===== src/rtl/pida_pkg.sv =====
`timescale 1ns / 1ps
`default_nettype none

package pida_pkg;

    localparam int DEPTH   = 64;
    localparam int IDX_W   = $clog2(DEPTH);
    localparam int COUNT_W = $clog2(DEPTH + 1);
    localparam int POS_W   = 7;
    localparam int CMP_W   = (POS_W > COUNT_W) ? POS_W : COUNT_W;

    localparam logic [1:0] ACT_INSERT = 2'd0;
    localparam logic [1:0] ACT_DELETE = 2'd1;
    localparam logic [1:0] ACT_READ   = 2'd2;

    localparam logic [1:0] STAT_OK     = 2'd0;
    localparam logic [1:0] STAT_FULL   = 2'd1;
    localparam logic [1:0] STAT_EMPTY  = 2'd2;
    localparam logic [1:0] STAT_BADPOS = 2'd3;

    typedef struct packed {
        logic [1:0]        action;
        logic [POS_W-1:0]  position;
        logic signed [31:0] value;
    } t_in_word;

    typedef struct packed {
        logic [1:0]          status;
        logic signed [31:0]  element;
        logic                last;
        logic [COUNT_W-1:0]  entries;
    } t_out_word;

    typedef enum logic [1:0] {
        CELL_HOLD,
        CELL_INSERT,
        CELL_DELETE,
        CELL_ROTATE
    } t_cell_op;

    typedef struct packed {
        t_cell_op         op;
        logic [IDX_W-1:0] pos;
    } t_cell_ctl;

    typedef enum logic {
        ST_IDLE,
        ST_READ
    } t_state;

endpackage

`default_nettype wire


===== src/rtl/pida_cell.sv =====
`timescale 1ns / 1ps
`default_nettype none

module pida_cell (
    input  wire                          i_clk,
    input  wire [pida_pkg::IDX_W-1:0]    i_index,
    input  pida_pkg::t_cell_ctl          i_ctl,
    input  wire signed [31:0]            i_left,
    input  wire signed [31:0]            i_right,
    input  wire signed [31:0]            i_head,
    input  wire signed [31:0]            i_value,
    output logic signed [31:0]           o_data
);

    logic signed [31:0] r_data;
    logic signed [31:0] n_data;

    always_comb begin
        n_data = r_data;
        case (i_ctl.op)
            pida_pkg::CELL_INSERT: begin
                if (i_index > i_ctl.pos) begin
                    n_data = i_left;
                end else if (i_index == i_ctl.pos) begin
                    n_data = i_value;
                end
            end
            pida_pkg::CELL_DELETE: begin
                if (i_index >= i_ctl.pos) begin
                    n_data = i_right;
                end
            end
            // Rotation over the live entries: the last live cell takes the head.
            pida_pkg::CELL_ROTATE: begin
                if (i_index < i_ctl.pos) begin
                    n_data = i_right;
                end else if (i_index == i_ctl.pos) begin
                    n_data = i_head;
                end
            end
            default: begin
                n_data = r_data;
            end
        endcase
    end

    always_ff @(posedge i_clk) begin
        r_data <= n_data;
    end

    assign o_data = r_data;

endmodule

`default_nettype wire


===== config.mk =====
export PLATFORM = sky130hd
export DESIGN_NAME = pida_cell
export DESIGN_NICKNAME = d
export VERILOG_FILES = /design/src/rtl/pida_pkg.sv /design/src/rtl/pida_cell.sv
export SDC_FILE = /design/constraint.sdc
export NUM_CORES = 1
export LEC_CHECK = 0
export BUFFER_PORTS_ARGS = -buffer_cell sky130_fd_sc_hd__clkbuf_2
export CORE_MARGIN = 2
export CORE_UTILIZATION = 46
export CTS_CLUSTER_SIZE = 24
export DETAILED_ROUTE_END_ITERATION = 8
export GPL_TIMING_DRIVEN = 0
export PLACE_DENSITY = 0.82
export SLEW_MARGIN = 0
export SYNTH_ARGS = -nofsm -noshare
export SYNTH_HDL_FRONTEND = slang
export SYNTH_SLANG_ARGS = --single-unit

===== constraint.sdc =====
create_clock -name i_clk -period 3.6 [get_ports i_clk]
set_clock_uncertainty 0.1 [all_clocks]
set_input_delay 1.08 -clock i_clk [delete_from_list [all_inputs] [get_ports i_clk]]
set_output_delay 1.08 -clock i_clk [all_outputs]
set_load 0.02 [all_outputs]

==> key figures <==
Synth
  – Syn avg cell area: 8.627 sq um
  – Syn. warnings: 0
  – Post-Synthesis Cell Area: 0.003192 sq mm
  – Syn Nets: 519
  – Synth Instances: 370
  – Yosys cell types: 26
  – Synth Register Bits: 32
  – Seq/Total Area, Yosys: 30.11%

Floorplanning
  – Placement row count: 30
  – CORE AREA: a little under 0.007 sq mm
  – Die height: 87.30 um
  – Io pins: 175
  – Chip Width: between 80 and 90 um
  – Initial core utilization: 47.24%
  – DIE AREA: 0.007621 sq mm

Min path
  – WHS Path Cells: 3
  – Worst Hold Launch: i_head[22]
  – Worst Hold Class: primary input to flop

Setup path
  – Crit Path Category: primary input to flop
  – Critical path endpoint category: flop
  – Crit. path cell count: 9
  – Critical Path Max Stage Delay: 0.80 ns
  – Startpoint type of the worst setup path: primary input
  – Crit path max fanout: 32
  – Arrival time at the worst endpoint: 3.19 ns
  – Worst setup path endpoint: o_data[6]
  – CP Launch Point: i_ctl[1]
  – Critical path, cell by cell: clkbuf_2 > inv_1 > ha_1 > and2_1 > clkbuf_1 > and2_4 > buf_6 > buf_2 > o221a_2
  – Buffers plus inverters on the worst setup path: 5
  – Cell family with the largest share of critical-path delay: compound AO/OA/AOI/OAI gates
  – Req. time, crit path: about 3.4 ns
  – Slowest CP cell: o221a_2

Layout
  – Fin area: 0.004250 sq mm
  – Commonest non-fill, non-tap cell in the layout: clkbuf_2
  – Final Util: 62.91%
  – Layout fillers: 617
  – Non-filler cells, final: 632
  – Max reg flops: 32
  – Final net count: 700
  – N_diodes: 0
  – Most frequent cells in the layout: 174 x clkbuf_2, 64 x o211ai_1, 38 x inv_1, 34 x and2_1
  – Area Growth Syn to Fin: 33.16%
  – Share of cells above drive strength 1: 36.59%

Clock network
  – Clk buf depth: 2
  – Num CTS Buffers: 5
  – TritonCTS clock tree: built
  – Clk sinks: 32
  – PostCTS Resize Cnt: 0
  – Hold-fix buffers, CTS: 0
  – Postcts setup bufs: 0
  – Clock-pin slew on the worst setup and hold paths: ~0.080 ns
  – CTS H-tree lvls: 2
  – Root Buffer: clkbuf_8

STA
  – Slew HR: 43.31%
  – Fin Setup TNS: 0 ns
  – # setup viols final: 0
  – Tmin final: 3.374 ns
  – FMAX: 296.4 MHz
  – Final Hold Violating Endpoints: 0
  – Worst setup margin: around 0.23 ns
  – Worst-margin pin slew: 0.8504 ns
  – Final period util: 93.71%
  – Final max-slew violation count: 0
  – Unrepaired setup endpoints after global routing: no

Drt
  – Final WL: between 10 and 15 mm
  – DRT iter0 DRCs: 287
  – Vias per cell: a little over 6
  – Detail Route Antenna Nets: 0
  – Pre-antenna DRT Iters: 5
  – DR vias: about 4,000
  – # DRC: 0
  – DR WL/cell: roughly 17 um

Placement
  – Hpwl dp: 8.199 mm
  – RD Place Congestion: 0.8886
  – DP Worst Slack: -0.09274 ns
  – PortBufs: 174
  – Inst Count DP: 624
  – Placed inst area: around 0.0042 sq mm

Power
  – PwrDens: 326.2 mW/mm^2
  – Max rail drop VDD: 0.0001356 V
  – Leakage power: between 1.5 and 2 nW

Global routing
  – First-pass GRT wire length: ~17 mm
  – Total grt overflow: 0
  – Largest net degree at the start of global routing: 33
  – Vias in the first global route: 3,696
  – GRT Total Usage: 28.35%
  – Initial antenna violation count: 0

Run status
  – Status: finished, final reports clean

Flow run
  – Max Cap Viol: 0
-- how the worst min path moves through the flow --
stage / to / slack, ns
floorplan: o_data[14] / 1.24
global placement: o_data[1] / 1.34
detailed placement: o_data[18] / 1.34
CTS: o_data[8] / 1.04
global route: o_data[16] / 1.06
finish: o_data[22] / 1.04
-- stage by stage --
step / power [W] / hold slack, ns
2_1_floorplan: 0.0008751 / 1.237
3_3_place_gp: 0.001090 / 1.340
3_5_place_dp: 0.001102 / 1.344
4_1_cts: 0.001383 / 1.040
5_1_grt: 0.001457 / 1.061
6_report: 0.001386 / 1.041
-- final cells by class --
class | instances | area [sq um] | area share, %
multi-input cells | 247 | 1838 | 43.24
flip-flops and latches | 32 | 960.9 | 22.61
repair buffers | 174 | 870.8 | 20.49
plain buffers | 53 | 250.2 | 5.888
inverters | 38 | 142.6 | 3.356
well taps | 80 | 100.1 | 2.355
clock buffers | 5 | 68.82 | 1.619
clock inverters | 3 | 18.77 | 0.4416
-- synth_stat cells --
cell	n	area share, %
a41oi_1	32	8.8
a21oi_1	2	0.31
o21ai_1	1	0.16
or4_1	1	0.24
a211oi_1	32	7.5
and2_1	34	6.7
o31a_1	1	0.27
o21a_1	1	0.24
inv_1	38	4.5
o211ai_1	64	15
o31ai_1	32	7.5
clkbuf_1	32	3.8
nand2_1	1	0.12
buf_1	5	0.59
o21a_2	1	0.27
a31oi_1	32	6.3
o21ai_0	1	0.16
o21ai_2	1	0.27
o221a_2	1	0.35
ha_1	6	2.4
edfxtp_1	32	30
and4_4	1	0.35
buf_2	11	1.7
and2_4	1	0.27
nor2b_1	2	0.39
buf_6	5	1.8
-- kinds of logic after synthesis --
logic type,synth area share (%)
simple gates,8.036
flops,30.11
buf+inv,12.31
fa+ha+maj,2.352
compound gates,47.20
-- layer usage --
metal  up-vias  track usage [%]  wire length [um]
met5         -                0                 0
met4         0            9.231               225
met3        22            3.791               961
met2       234            48.00              5436
met1      1783            37.18              4387
li1       1865                -                 -
-- power breakdown --
group,internal [W],leakage (nW),switching [W]
registers,0.000504,0.307,0.0000186
logic,0.000216,1.49,0.000360
clock network,0.000134,0.0378,0.000154
Note: power is estimated with default switching activity, not from simulation.
